### src/design/cartridge_prg_bank_mapper_macros.svh
// ----------------------------------------------------------------------------
// cartridge_prg_bank_mapper_macros.svh
// Assertion macros used by the mapper sequencer.
// ----------------------------------------------------------------------------
`ifndef CARTRIDGE_PRG_BANK_MAPPER_MACROS_SVH
`define CARTRIDGE_PRG_BANK_MAPPER_MACROS_SVH

// Consequent must hold in the same cycle as the antecedent.
`define CPBM_ASSERT_NOW(lbl, ante, cons, msg) \
    lbl: assert property (@(posedge i_clk) disable iff (!i_rst_n) (ante) |-> (cons)) \
        else $error(msg);

// Consequent must hold in the cycle after the antecedent.
`define CPBM_ASSERT_NEXT(lbl, ante, cons, msg) \
    lbl: assert property (@(posedge i_clk) disable iff (!i_rst_n) (ante) |=> (cons)) \
        else $error(msg);

`endif

### src/design/cpbm_pkg.sv
// ----------------------------------------------------------------------------
// cpbm_pkg
// Types, register addresses and codes of the program bank mapper.
// ----------------------------------------------------------------------------
package cpbm_pkg;

    localparam int ROM_ADDR_BITS = 20;
    localparam int RAM_BANKS     = 8;
    localparam int PHYS_W        = 20;
    localparam int CFG_IDX_W     = 2;
    localparam int CFG_DATA_W    = 8;

    localparam logic [1:0] MODE_REG   = 2'd0;
    localparam logic [1:0] MODE_READ  = 2'd1;
    localparam logic [1:0] MODE_WRITE = 2'd2;

    localparam logic [CFG_IDX_W-1:0] CFG_RAM_LAYOUT = 2'd0;
    localparam logic [CFG_IDX_W-1:0] CFG_ROM_MASK   = 2'd1;

    localparam logic [2:0] LAYOUT_NONE = 3'd0;
    localparam logic [2:0] LAYOUT_8K   = 3'd1;
    localparam logic [2:0] LAYOUT_16K  = 3'd2;
    localparam logic [2:0] LAYOUT_32K  = 3'd3;
    localparam logic [2:0] LAYOUT_40K  = 3'd4;
    localparam logic [2:0] LAYOUT_64K  = 3'd5;

    localparam logic [1:0] BMODE_32K  = 2'd0;
    localparam logic [1:0] BMODE_16K  = 2'd1;
    localparam logic [1:0] BMODE_16_8 = 2'd2;
    localparam logic [1:0] BMODE_8K   = 2'd3;

    localparam logic [15:0] ADDR_MODE   = 16'h5100;
    localparam logic [15:0] ADDR_KEY0   = 16'h5102;
    localparam logic [15:0] ADDR_KEY1   = 16'h5103;
    localparam logic [15:0] ADDR_WINDOW = 16'h5113;
    localparam logic [15:0] ADDR_BANK0  = 16'h5114;
    localparam logic [15:0] ADDR_BANK1  = 16'h5115;
    localparam logic [15:0] ADDR_BANK2  = 16'h5116;
    localparam logic [15:0] ADDR_BANK3  = 16'h5117;
    localparam logic [15:0] ADDR_MUL_LO = 16'h5205;
    localparam logic [15:0] ADDR_MUL_HI = 16'h5206;
    localparam logic [15:0] ADDR_BANKED = 16'h6000;
    localparam logic [15:0] ADDR_ROM    = 16'h8000;

    localparam logic [1:0] KEY0_UNLOCK = 2'd2;
    localparam logic [1:0] KEY1_UNLOCK = 2'd1;

    typedef struct packed {
        logic [1:0]  mode;
        logic [15:0] bus_addr;
        logic [7:0]  wdata;
    } t_in;

    typedef struct packed {
        logic              mapped;
        logic              to_ram;
        logic [PHYS_W-1:0] phys_addr;
        logic              write_ok;
        logic              rdata_valid;
        logic [7:0]        rdata;
    } t_out;

    typedef struct packed {
        logic load;
        logic exec;
        logic remap;
        logic cfg_we;
    } t_cmd;

    typedef struct packed {
        logic remap_req;
    } t_stat;

endpackage

### src/design/cartridge_prg_bank_mapper.sv
// ----------------------------------------------------------------------------
// cartridge_prg_bank_mapper
// Program-space bank switching: register writes, address translation to ROM
// or work RAM, RAM write protection and the 8 x 8 multiplier readback.
//
//   Channel   Handshake                       Payload
//   request   i_start / o_busy                i_in  (t_in)
//   result    o_res_valid (one-cycle strobe)  o_res (t_out)
//   config    i_cfg_valid / o_cfg_ready       i_cfg_index, i_cfg_data
//
// A beat is loaded, then executed; the result strobe follows from a register,
// and during it the next beat may already be accepted unless a remap pass runs.
// A write that changes the bank mode or a slot register adds a remap pass; a
// configuration write is followed by a remap pass. Reset is synchronous; there
// is no clearing pass. The result is shown for one cycle and cannot be stalled.
// ----------------------------------------------------------------------------
module cartridge_prg_bank_mapper #(
    parameter int ROM_ADDR_BITS = cpbm_pkg::ROM_ADDR_BITS,
    parameter int RAM_BANKS     = cpbm_pkg::RAM_BANKS
) (
    input  logic                            i_clk,
    input  logic                            i_rst_n,
    input  logic                            i_start,
    output logic                            o_busy,
    input  cpbm_pkg::t_in                   i_in,
    output logic                            o_res_valid,
    output cpbm_pkg::t_out                  o_res,
    input  logic                            i_cfg_valid,
    output logic                            o_cfg_ready,
    input  logic [cpbm_pkg::CFG_IDX_W-1:0]  i_cfg_index,
    input  logic [cpbm_pkg::CFG_DATA_W-1:0] i_cfg_data
);

    cpbm_pkg::t_cmd  cmd;
    cpbm_pkg::t_stat stat;

    cpbm_ctrl u_ctrl (
        .i_clk       (i_clk),
        .i_rst_n     (i_rst_n),
        .i_start     (i_start),
        .i_cfg_valid (i_cfg_valid),
        .i_stat      (stat),
        .o_cmd       (cmd),
        .o_busy      (o_busy),
        .o_cfg_ready (o_cfg_ready),
        .o_res_valid (o_res_valid)
    );

    cpbm_datapath #(
        .ROM_ADDR_BITS (ROM_ADDR_BITS),
        .RAM_BANKS     (RAM_BANKS)
    ) u_datapath (
        .i_clk       (i_clk),
        .i_rst_n     (i_rst_n),
        .i_cmd       (cmd),
        .o_stat      (stat),
        .i_in        (i_in),
        .i_cfg_index (i_cfg_index),
        .i_cfg_data  (i_cfg_data),
        .o_res       (o_res)
    );

endmodule

### src/design/cpbm_ctrl.sv
// ----------------------------------------------------------------------------
// cpbm_ctrl
// Sequencer: accepts a beat, executes it, and runs a remap pass when needed.
// ----------------------------------------------------------------------------
`include "cartridge_prg_bank_mapper_macros.svh"

module cpbm_ctrl (
    input  logic           i_clk,
    input  logic           i_rst_n,
    input  logic           i_start,
    input  logic           i_cfg_valid,
    input  cpbm_pkg::t_stat i_stat,
    output cpbm_pkg::t_cmd  o_cmd,
    output logic           o_busy,
    output logic           o_cfg_ready,
    output logic           o_res_valid
);

    typedef enum logic [1:0] {
        ST_IDLE,
        ST_EXEC,
        ST_REMAP
    } t_state;

    t_state r_state;
    t_state n_state;
    logic   r_res_valid;
    logic   n_res_valid;

    always_comb begin
        o_cmd        = '0;
        n_state      = r_state;
        n_res_valid  = 1'b0;
        o_cfg_ready  = (r_state == ST_IDLE) && !i_start;
        case (r_state)
            ST_IDLE: begin
                if (i_start) begin
                    o_cmd.load = 1'b1;
                    n_state    = ST_EXEC;
                end else if (i_cfg_valid) begin
                    o_cmd.cfg_we = 1'b1;
                    n_state      = ST_REMAP;
                end
            end
            ST_EXEC: begin
                o_cmd.exec  = 1'b1;
                n_res_valid = 1'b1;
                n_state     = i_stat.remap_req ? ST_REMAP : ST_IDLE;
            end
            ST_REMAP: begin
                o_cmd.remap = 1'b1;
                n_state     = ST_IDLE;
            end
            default: begin
                n_state = ST_IDLE;
            end
        endcase
    end

    always_ff @(posedge i_clk) begin
        if (!i_rst_n) begin
            r_state     <= ST_IDLE;
            r_res_valid <= 1'b0;
        end else begin
            r_state     <= n_state;
            r_res_valid <= n_res_valid;
        end
    end

    assign o_busy      = (r_state != ST_IDLE);
    assign o_res_valid = r_res_valid;

    `CPBM_ASSERT_NEXT(a_strobe_single, r_res_valid, !r_res_valid, "result strobe held")
    `CPBM_ASSERT_NEXT(a_start_exec, i_start && (r_state == ST_IDLE), r_state == ST_EXEC, "no execute")
    `CPBM_ASSERT_NEXT(a_exec_strobe, r_state == ST_EXEC, r_res_valid, "execute gave no result")
    `CPBM_ASSERT_NEXT(a_cfg_remap, i_cfg_valid && o_cfg_ready, r_state == ST_REMAP, "no remap")
    `CPBM_ASSERT_NOW(a_ready_idle, o_cfg_ready, !o_busy && !o_cmd.load, "ready while busy")

endmodule

### src/design/cpbm_datapath.sv
// ----------------------------------------------------------------------------
// cpbm_datapath
// Mapper registers, slot mapping, address translation and the multiplier.
// ----------------------------------------------------------------------------
module cpbm_datapath #(
    parameter int ROM_ADDR_BITS = cpbm_pkg::ROM_ADDR_BITS,
    parameter int RAM_BANKS     = cpbm_pkg::RAM_BANKS
) (
    input  logic                               i_clk,
    input  logic                               i_rst_n,
    input  cpbm_pkg::t_cmd                     i_cmd,
    output cpbm_pkg::t_stat                    o_stat,
    input  cpbm_pkg::t_in                      i_in,
    input  logic [cpbm_pkg::CFG_IDX_W-1:0]     i_cfg_index,
    input  logic [cpbm_pkg::CFG_DATA_W-1:0]    i_cfg_data,
    output cpbm_pkg::t_out                     o_res
);

    localparam int PHYS_W = cpbm_pkg::PHYS_W;
    localparam logic [PHYS_W:0] ROM_SPAN = (PHYS_W + 1)'(1) << ROM_ADDR_BITS;
    localparam logic [PHYS_W-1:0] ROM_MASK = PHYS_W'(ROM_SPAN - (PHYS_W + 1)'(1));

    typedef struct packed {
        logic       is_ram;
        logic [2:0] ram_bank;
        logic [6:0] rom;
    } t_slot;

    typedef struct packed {
        logic       ok;
        logic [2:0] bank;
    } t_lookup;

    function automatic t_lookup ram_lookup(input logic [2:0] layout, input logic [2:0] idx);
        t_lookup lk;
        lk.ok   = 1'b1;
        lk.bank = '0;
        case (layout)
            cpbm_pkg::LAYOUT_8K: begin
                lk.ok = !idx[2];
            end
            cpbm_pkg::LAYOUT_16K: begin
                lk.bank = {2'b00, idx[2]};
            end
            cpbm_pkg::LAYOUT_32K: begin
                lk.ok   = !idx[2];
                lk.bank = idx;
            end
            cpbm_pkg::LAYOUT_40K: begin
                lk.bank = idx[2] ? 3'd4 : idx;
            end
            cpbm_pkg::LAYOUT_64K: begin
                lk.bank = idx;
            end
            default: begin
                lk.ok = 1'b0;
            end
        endcase
        if (int'(lk.bank) >= RAM_BANKS) begin
            lk.ok = 1'b0;
        end
        return lk;
    endfunction

    function automatic logic [6:0] limit_bank(input logic [6:0] v, input logic [6:0] lim);
        return (v > lim) ? (v & lim) : v;
    endfunction

    function automatic t_slot map8(input t_slot cur, input logic [7:0] v,
                                   input logic [2:0] layout, input logic [6:0] mask);
        t_slot   s;
        t_lookup lk;
        s  = cur;
        lk = ram_lookup(layout, v[2:0]);
        if (v[7]) begin
            s.is_ram = 1'b0;
            s.rom    = limit_bank(v[6:0], mask);
        end else if (lk.ok) begin
            s.is_ram   = 1'b1;
            s.ram_bank = lk.bank;
        end
        return s;
    endfunction

    cpbm_pkg::t_in  r_in;
    cpbm_pkg::t_out r_res;
    cpbm_pkg::t_out n_res;

    logic [2:0]  r_ram_layout;
    logic [6:0]  r_rom_mask;
    logic [1:0]  r_bank_mode;
    logic [7:0]  r_bank_regs [4];
    t_slot       r_slot [4];
    t_slot       n_slot [4];
    logic [2:0]  r_win_bank;
    logic [1:0]  r_key0;
    logic [1:0]  r_key1;
    logic        r_unlocked;
    logic [7:0]  r_fac0;
    logic [7:0]  r_fac1;
    logic [15:0] r_product;

    t_lookup     lk_win;
    t_lookup     lk_lo;
    t_lookup     lk_hi;
    t_slot       low0;
    t_slot       low1;
    t_slot       last;
    logic [6:0]  b32;
    logic [6:0]  b16_lo;
    logic [6:0]  b16_hi;
    t_slot       s_sel;
    logic        layout_has_ram;

    // Slot mapping pass, taken from the current mapping, registers and configuration.
    always_comb begin
        lk_lo  = ram_lookup(r_ram_layout, {r_bank_regs[1][2:1], 1'b0});
        lk_hi  = ram_lookup(r_ram_layout, {r_bank_regs[1][2:1], 1'b1});
        b32    = limit_bank({2'b00, r_bank_regs[3][6:2]}, {2'b00, r_rom_mask[6:2]});
        b16_lo = limit_bank({1'b0, r_bank_regs[1][6:1]}, {1'b0, r_rom_mask[6:1]});
        b16_hi = limit_bank({1'b0, r_bank_regs[3][6:1]}, {1'b0, r_rom_mask[6:1]});

        low0 = r_slot[0];
        low1 = r_slot[1];
        if (r_bank_regs[1][7]) begin
            low0.is_ram = 1'b0;
            low0.rom    = {b16_lo[5:0], 1'b0};
            low1.is_ram = 1'b0;
            low1.rom    = {b16_lo[5:0], 1'b1};
        end else begin
            if (lk_lo.ok) begin
                low0.is_ram   = 1'b1;
                low0.ram_bank = {r_bank_regs[1][2:1], 1'b0};
            end
            if (lk_hi.ok) begin
                low1.is_ram   = 1'b1;
                low1.ram_bank = {r_bank_regs[1][2:1], 1'b1};
            end
        end

        last        = r_slot[3];
        last.is_ram = 1'b0;
        last.rom    = limit_bank(r_bank_regs[3][6:0], r_rom_mask);

        n_slot = r_slot;
        case (r_bank_mode)
            cpbm_pkg::BMODE_32K: begin
                if (r_rom_mask >= 7'd3) begin
                    for (int i = 0; i < 4; i++) begin
                        n_slot[i].is_ram = 1'b0;
                        n_slot[i].rom    = {b32[4:0], 2'(i)};
                    end
                end
            end
            cpbm_pkg::BMODE_16K: begin
                if (r_rom_mask != 7'd0) begin
                    n_slot[0]        = low0;
                    n_slot[1]        = low1;
                    n_slot[2].is_ram = 1'b0;
                    n_slot[2].rom    = {b16_hi[5:0], 1'b0};
                    n_slot[3].is_ram = 1'b0;
                    n_slot[3].rom    = {b16_hi[5:0], 1'b1};
                end
            end
            cpbm_pkg::BMODE_16_8: begin
                if (r_rom_mask != 7'd0) begin
                    n_slot[0] = low0;
                    n_slot[1] = low1;
                end
                n_slot[2] = map8(r_slot[2], r_bank_regs[2], r_ram_layout, r_rom_mask);
                n_slot[3] = last;
            end
            default: begin
                n_slot[0] = map8(r_slot[0], r_bank_regs[0], r_ram_layout, r_rom_mask);
                n_slot[1] = map8(r_slot[1], r_bank_regs[1], r_ram_layout, r_rom_mask);
                n_slot[2] = map8(r_slot[2], r_bank_regs[2], r_ram_layout, r_rom_mask);
                n_slot[3] = last;
            end
        endcase
    end

    // Translation of the held beat against the current state.
    always_comb begin
        n_res          = '0;
        s_sel          = r_slot[r_in.bus_addr[14:13]];
        layout_has_ram = (r_ram_layout >= cpbm_pkg::LAYOUT_8K)
                         && (r_ram_layout <= cpbm_pkg::LAYOUT_64K);
        lk_win         = ram_lookup(r_ram_layout, r_in.wdata[2:0]);
        if ((r_in.mode == cpbm_pkg::MODE_READ) || (r_in.mode == cpbm_pkg::MODE_WRITE)) begin
            if (r_in.bus_addr >= cpbm_pkg::ADDR_BANKED) begin
                n_res.mapped = 1'b1;
                if (r_in.bus_addr < cpbm_pkg::ADDR_ROM) begin
                    n_res.to_ram    = 1'b1;
                    n_res.phys_addr = {4'b0000, r_win_bank, r_in.bus_addr[12:0]};
                    n_res.write_ok  = (r_in.mode == cpbm_pkg::MODE_WRITE) && r_unlocked
                                      && layout_has_ram;
                end else if (s_sel.is_ram) begin
                    n_res.to_ram    = 1'b1;
                    n_res.phys_addr = {4'b0000, s_sel.ram_bank, r_in.bus_addr[12:0]};
                    n_res.write_ok  = (r_in.mode == cpbm_pkg::MODE_WRITE) && r_unlocked;
                end else begin
                    n_res.phys_addr = {s_sel.rom, r_in.bus_addr[12:0]} & ROM_MASK;
                end
            end else if (r_in.mode == cpbm_pkg::MODE_READ) begin
                if (r_in.bus_addr == cpbm_pkg::ADDR_MUL_LO) begin
                    n_res.rdata_valid = 1'b1;
                    n_res.rdata       = r_product[7:0];
                end else if (r_in.bus_addr == cpbm_pkg::ADDR_MUL_HI) begin
                    n_res.rdata_valid = 1'b1;
                    n_res.rdata       = r_product[15:8];
                end
            end
        end
    end

    always_comb begin
        o_stat.remap_req = 1'b0;
        if (r_in.mode == cpbm_pkg::MODE_REG) begin
            if (r_in.bus_addr == cpbm_pkg::ADDR_MODE) begin
                o_stat.remap_req = (r_in.wdata[1:0] != r_bank_mode);
            end else if ((r_in.bus_addr >= cpbm_pkg::ADDR_BANK0)
                         && (r_in.bus_addr <= cpbm_pkg::ADDR_BANK3)) begin
                o_stat.remap_req = (r_bank_regs[r_in.bus_addr[1:0]] != r_in.wdata);
            end
        end
    end

    always_ff @(posedge i_clk) begin
        if (i_cmd.load) begin
            r_in <= i_in;
        end
        if (i_cmd.exec) begin
            r_res <= n_res;
        end
    end

    always_ff @(posedge i_clk) begin
        if (!i_rst_n) begin
            r_ram_layout <= cpbm_pkg::LAYOUT_NONE;
            r_rom_mask   <= 7'h7F;
            r_bank_mode  <= cpbm_pkg::BMODE_8K;
            for (int i = 0; i < 4; i++) begin
                r_bank_regs[i] <= 8'hFF;
                r_slot[i]      <= '{is_ram: 1'b0, ram_bank: 3'd0, rom: 7'h7F};
            end
            r_win_bank <= '0;
            r_key0     <= '0;
            r_key1     <= '0;
            r_unlocked <= 1'b0;
            r_fac0     <= '0;
            r_fac1     <= '0;
            r_product  <= '0;
        end else begin
            if (i_cmd.cfg_we) begin
                case (i_cfg_index)
                    cpbm_pkg::CFG_RAM_LAYOUT: r_ram_layout <= i_cfg_data[2:0];
                    cpbm_pkg::CFG_ROM_MASK:   r_rom_mask   <= i_cfg_data[6:0];
                    default: begin
                    end
                endcase
            end
            if (i_cmd.exec && (r_in.mode == cpbm_pkg::MODE_REG)) begin
                case (r_in.bus_addr)
                    cpbm_pkg::ADDR_MODE: begin
                        r_bank_mode <= r_in.wdata[1:0];
                    end
                    cpbm_pkg::ADDR_KEY0: begin
                        r_key0     <= r_in.wdata[1:0];
                        r_unlocked <= (r_in.wdata[1:0] == cpbm_pkg::KEY0_UNLOCK)
                                      && (r_key1 == cpbm_pkg::KEY1_UNLOCK);
                    end
                    cpbm_pkg::ADDR_KEY1: begin
                        r_key1     <= r_in.wdata[1:0];
                        r_unlocked <= (r_key0 == cpbm_pkg::KEY0_UNLOCK)
                                      && (r_in.wdata[1:0] == cpbm_pkg::KEY1_UNLOCK);
                    end
                    cpbm_pkg::ADDR_WINDOW: begin
                        if (lk_win.ok) begin
                            r_win_bank <= lk_win.bank;
                        end
                    end
                    cpbm_pkg::ADDR_BANK0, cpbm_pkg::ADDR_BANK1,
                    cpbm_pkg::ADDR_BANK2, cpbm_pkg::ADDR_BANK3: begin
                        r_bank_regs[r_in.bus_addr[1:0]] <= r_in.wdata;
                    end
                    cpbm_pkg::ADDR_MUL_LO: begin
                        r_fac0    <= r_in.wdata;
                        r_product <= 16'(r_in.wdata) * 16'(r_fac1);
                    end
                    cpbm_pkg::ADDR_MUL_HI: begin
                        r_fac1    <= r_in.wdata;
                        r_product <= 16'(r_fac0) * 16'(r_in.wdata);
                    end
                    default: begin
                    end
                endcase
            end
            if (i_cmd.remap) begin
                r_slot <= n_slot;
            end
        end
    end

    assign o_res = r_res;

endmodule

### config.mk
export PLATFORM = sky130hd
export DESIGN_NAME = cartridge_prg_bank_mapper
export DESIGN_NICKNAME = d
export VERILOG_FILES = /design/src/design/cpbm_pkg.sv /design/src/design/cartridge_prg_bank_mapper.sv /design/src/design/cpbm_ctrl.sv /design/src/design/cpbm_datapath.sv
export VERILOG_INCLUDE_DIRS = /design/src /design/src/design
export SDC_FILE = /design/constraint.sdc
export NUM_CORES = 1
export LEC_CHECK = 0
export BUFFER_PORTS_ARGS = -buffer_cell sky130_fd_sc_hd__buf_2
export CORE_AREA = 2 2 216 154
export DETAILED_ROUTE_END_ITERATION = 10
export DIE_AREA = 0 0 218 156
export PLACE_DENSITY_LB_ADDON = 0.12
export SLEW_MARGIN = 20
export SYNTH_ARGS = -nofsm -noshare
export SYNTH_HDL_FRONTEND = slang
export SYNTH_SLANG_ARGS = --single-unit
### constraint.sdc
create_clock -name i_clk -period 13.2 [get_ports i_clk]
set_clock_uncertainty 0.2 [all_clocks]
set_input_delay 2.64 -clock i_clk [delete_from_list [all_inputs] [get_ports i_clk]]
set_output_delay 2.64 -clock i_clk [all_outputs]
set_load 0.03 [all_outputs]
-- Word level (Yosys, flattened, before mapping)
Memory sizes are Yosys's and may differ from the RTL's. A register that Yosys moved wholly into a read port is not among the register bits.
Cells that the tools add are included.
- register bits: 154
- memory bits (writable): 32
- bits of input ports: 40
- output and inout port bits: 35
- memories: 1
- memories (memory ; depth ; width ; read ports ; clocked after memory_dff ; wr ports ; RTL line ; source):
    u_datapath.r_bank_regs ; 4 ; 8 ; 5 ; 1 ; 4 ; cpbm_datapath.sv:92 ; logic [7:0] r_bank_regs [4];
- multiply operators: 2
- order comparisons: 15
- equality and inequality tests: 36
- multiplexer cells: 98
- bitwise gates (word level): 14
- reduce and logical (&&, ||, !) cells: 61
- operators by type and width (operator ; count):
    $eq 16x15->1 const B ; 10
    $mux 7 ; 11
    $pmux 3 s3 ; 6
    $pmux 8 s3 ; 2
    $mux 23 ; 2
    $mux 22 ; 2
    $mux 8 ; 5
    $ge 16x15->1 const B ; 2
    $mul 8x8->16 ; 2
    $pmux 16 s2 ; 1
    $mux 3 ; 10
    $reduce_and 5->1 ; 6
    $mux 1 ; 29
    $and 7x7->7 ; 4
    $gt 7x7->1 ; 4
    $mux 4 ; 6
    $bmux 11 s2 ; 1
    $mux 11 ; 2
    $mux 20 ; 1
    $reduce_and 2->1 ; 10
    $mux 9 ; 2
    $le 16x15->1 const B ; 1
    $lt 16x16->1 const B ; 1
    $pmux 8 s2 ; 1
    other kinds (45) ; 105

-- Depth between registers and ports, before layout
- depth in word-level cells: 8
- depth in mapped cells: 19

-- By module
A second synthesis with hierarchy kept.
- cells, all modules: 1569
- area total of the unflattened synthesis: 14901.8 sq um
- by module, submodules not included (module ; instances ; cells each ; area an instance (sq um) ; sequential area each (sq um)):
    cpbm_datapath ; 1 ; 1551 ; 14752.9 ; 4584.4
    cpbm_ctrl ; 1 ; 18 ; 148.9 ; 60.1

-- Worst setup path after synthesis
No wires, ideal clock.
- path kind: input to output
- start: input i_start
- end: output o_cfg_ready
- arrival time: 3.339 ns
- data required time: 10.360 ns
- setup slack: 7.021 ns
- stages: 1
- buffers on the path: 0
- cell sequence: nor3_1
- word-level cells in the longest chain between the ends: 2
- ends and longest elaborated chain (item ; RTL line ; source):
    start, declared ; cartridge_prg_bank_mapper.sv:23 ; input logic i_start,
    $logic_not 1->1 ; cpbm_ctrl.sv:34 ; o_cfg_ready = (r_state == ST_IDLE) && !i_start;
    $logic_and 1x1->1 ; cpbm_ctrl.sv:34 ;
    end, declared ; cartridge_prg_bank_mapper.sv:29 ; output logic o_cfg_ready,
No other way between the ends.

-- Worst setup path in the final report
Ends and elaborated chain as after synthesis.

==> flow_summary_export.csv <==
group,metric,value,unit
placement,io_buffers,73,
timing,maxSlewViolCount,0,
global_routing,grt_pass1_wl,65.41,mm
pwr,p_total,0.001295,W
clock_tree,clockRootBuffer,"clkbuf_16",
worst_setup_path,critPathRequiredTime,10.36,ns
finish,fillCellCount,3010,
clock_tree,cts-buffers-inserted,17,
pwr,peakVddDrop,0.09359,mV
yosys,synth-edff-count,90,
timing,slew_headroom,31.11,%
clock_tree,clockBufferDepth,2,
routing,ant_nets,0,
worst_setup_path,cp_max_fo,2,
finish,nets,1797,
timing,finalSetupViolCount,0,
job,maxCapViolCount,0,
timing,rsz0062_at_grt,"false",
worst_hold_path,hold_class,"reg2reg",
yosys,async_flop_share,0,%
routing,viasPerCell,5.726,
yosys,synth_area_per_cell,9.687,um2
routing,vias,11366,
timing,timing.setup.tns,0,ns
timing,max_freq,166.8,MHz
clock_tree,htreeDepth,4,
finish,drive_above_1_share,10.46,%
timing,worst_pin_slew,1.028,ns
global_routing,grt_pass1_vias,10807,
clock_tree,cts_tree,"built",
finish,regArea,4644,um2
routing,wire_per_inst,20.97,um
clock_tree,cts_sinks,187,
floorplan,fp.coreArea,31930,um2
finish,antenna_cells,0,
worst_setup_path,arrival,3.15,ns
yosys,seq_area_frac_synth,32.07,%
global_routing,antenna_found_initial,0,
global_routing,grt_max_degree,56,
placement,place_congestion,0.9149,
placement,place_hpwl,30.75,mm
yosys,yosysWarningCount,0,
clock_tree,hold_buffers,0,
floorplan,row_count,55,
yosys,synthesis.area,14480,um2
worst_setup_path,worst-setup-path-type,"in2out",
yosys,synthFlopType,"dfxtp_1",
routing,dr.pass1.iters,5,
floorplan,die_w,218,um
yosys,synth_top_area_share,18.66,%
finish,area_growth,9.901,%
floorplan,die_area,34010,um2
yosys,syn-num-nets,1747,
clock_tree,clk_pin_slew,0.08,ns
yosys,synthCells,1495,
yosys,synth_top_area_cell,"edfxtp_1",
clock_tree,clk_latency,0.45,ns
routing,drt-initial-drc-count,942,
finish,final_common_cell,"ha_1",
clock_tree,post_cts_buffers,0,
yosys,ys_seq_elements,187,
pwr,power_leakage,6.962,nW
pwr,p_per_area,81.37,nW/um2
outcome,status,"finished clean",
global_routing,grt-ovfl-total,0,
clock_tree,cts-resized-gates,0,
timing,fin_crit,5.994,ns
finish,multi_input_area,9153,um2
yosys,ys_types,75,
worst_setup_path,endpoint_kind,"primary output",
timing,min_period_over_period,45.41,%
finish,final_cell_mix,"ha_1, nand2_1, inv_1",
routing,drc_errors,0,
floorplan,initial_core_util,45.36,%
floorplan,io_pins,75,
floorplan,fp.dieH,156,um
worst_setup_path,startpoint_type,"input port",
timing,hold_violations,0,
global_routing,grt_use_total,25.44,%
routing,routed_wl,41.62,mm
yosys,ys_top_cells_by_area,"edfxtp_1, dfxtp_1, ha_1",
[metal layers]
metal | up-vias | GRT usage (%) | share of wire (%)
met3 | 7 | 6.335 | 9.4
met2 | 434 | 33.30 | 38
li1 | 5351 | - | -
met5 | - | 0 | 0
met1 | 5574 | 41.77 | 52
met4 | 0 | 3.337 | 0.37
[critical path, cell delays in order]
cell and delay [ns]:
buf_2 0.11, nor3_1 0.17, buf_2 0.24
[cells by family (layout without fill, tap and decap cells)]
kind of cell | count (synthesis) | in the layout | share of synthesized area (%)
and+or+nand+nor | 522 | 522 | 18.93
AOI/OAI and AO/OA | 265 | 265 | 12.47
adders and majority gates | 212 | 212 | 22.05
DFF | 187 | 187 | 32.07
buffers and inverters | 185 | 248 | 4.829
muxes | 94 | 94 | 7.844
xor gates and xnor gates | 30 | 30 | 1.814
[state kept, by name, summed over array words and instances, names as in the netlist, named ones only]
signal	count
u_datapath.r_slot	40
u_datapath.o_res	32
u_datapath.r_bank_regs	32
u_datapath.r_in	26
u_datapath.r_product	16
u_datapath.r_fac0	8
u_datapath.r_fac1	8
u_datapath.r_rom_mask	7
u_datapath.r_ram_layout	3
u_datapath.r_win_bank	3
u_ctrl.r_state	2
u_datapath.r_bank_mode	2
u_datapath.r_key0	2
u_datapath.r_key1	2
u_ctrl.o_res_valid	1
u_datapath.r_unlocked	1
[metrics by stage]
step	utilization, %	setup WS, ns	std cells	hold WS, ns	cell area [um2]
floorplan	-	7.021	1495	0.2310	14480
global placement	47.93	7.221	1953	0.2403	15300
detailed placement	47.93	7.205	1953	0.2527	15300
CTS	49.85	7.203	1985	0.2641	15920
global route	49.85	7.095	1985	0.2875	15920
finish	49.85	7.206	1985	0.2631	15920
[power by group]
part,switching (W),total (W),internal [W]
registers,0.0000157,0.000636,0.000621
logic,0.0000790,0.000116,0.0000375
clock network,0.000281,0.000542,0.000261
[synth_stat cells, types with 8 or more instances]
cell type,count
clkbuf_1,55
and2_1,118
nand4_1,14
ha_1,140
dfxtp_1,97
nor2b_1,23
edfxtp_1,90
a211oi_1,9
a311oi_1,10
a21o_1,9
a21oi_1,72
nand2b_1,31
nand2_1,123
nor2_1,107
inv_1,122
nor3_1,19
o22a_1,14
mux4_2,15
a22oi_1,9
o21ai_0,52
mux2i_1,73
or3_1,21
fa_1,72
xnor2_1,22
xor2_1,8
nand3_1,29
[final timing paths]
check	start	end	slack, ns	cells after the start
setup / recovery	i_start	o_cfg_ready	7.21	3
setup reg to reg	u_datapath.r_in[7]$_DFFE_PP_	u_datapath.r_product[13]$_SDFFE_PN0P_	7.74	16
hold / removal	u_datapath.r_slot[30]$_SDFFE_PN0P_	u_datapath.r_slot[30]$_SDFFE_PN0P_	0.26	2
hold reg to reg	u_datapath.r_slot[30]$_SDFFE_PN0P_	u_datapath.r_slot[30]$_SDFFE_PN0P_	0.26	2
[layout make-up]
class,count,area share [%]
multi-input combinational,1123,57.50
sequential,187,29.18
tap,427,3.357
timing repair buffer,92,3.192
inverter,124,2.924
clock buffer,17,2.673
clock inverter,15,1.171
Note: power is estimated with default switching activity, not from simulation.
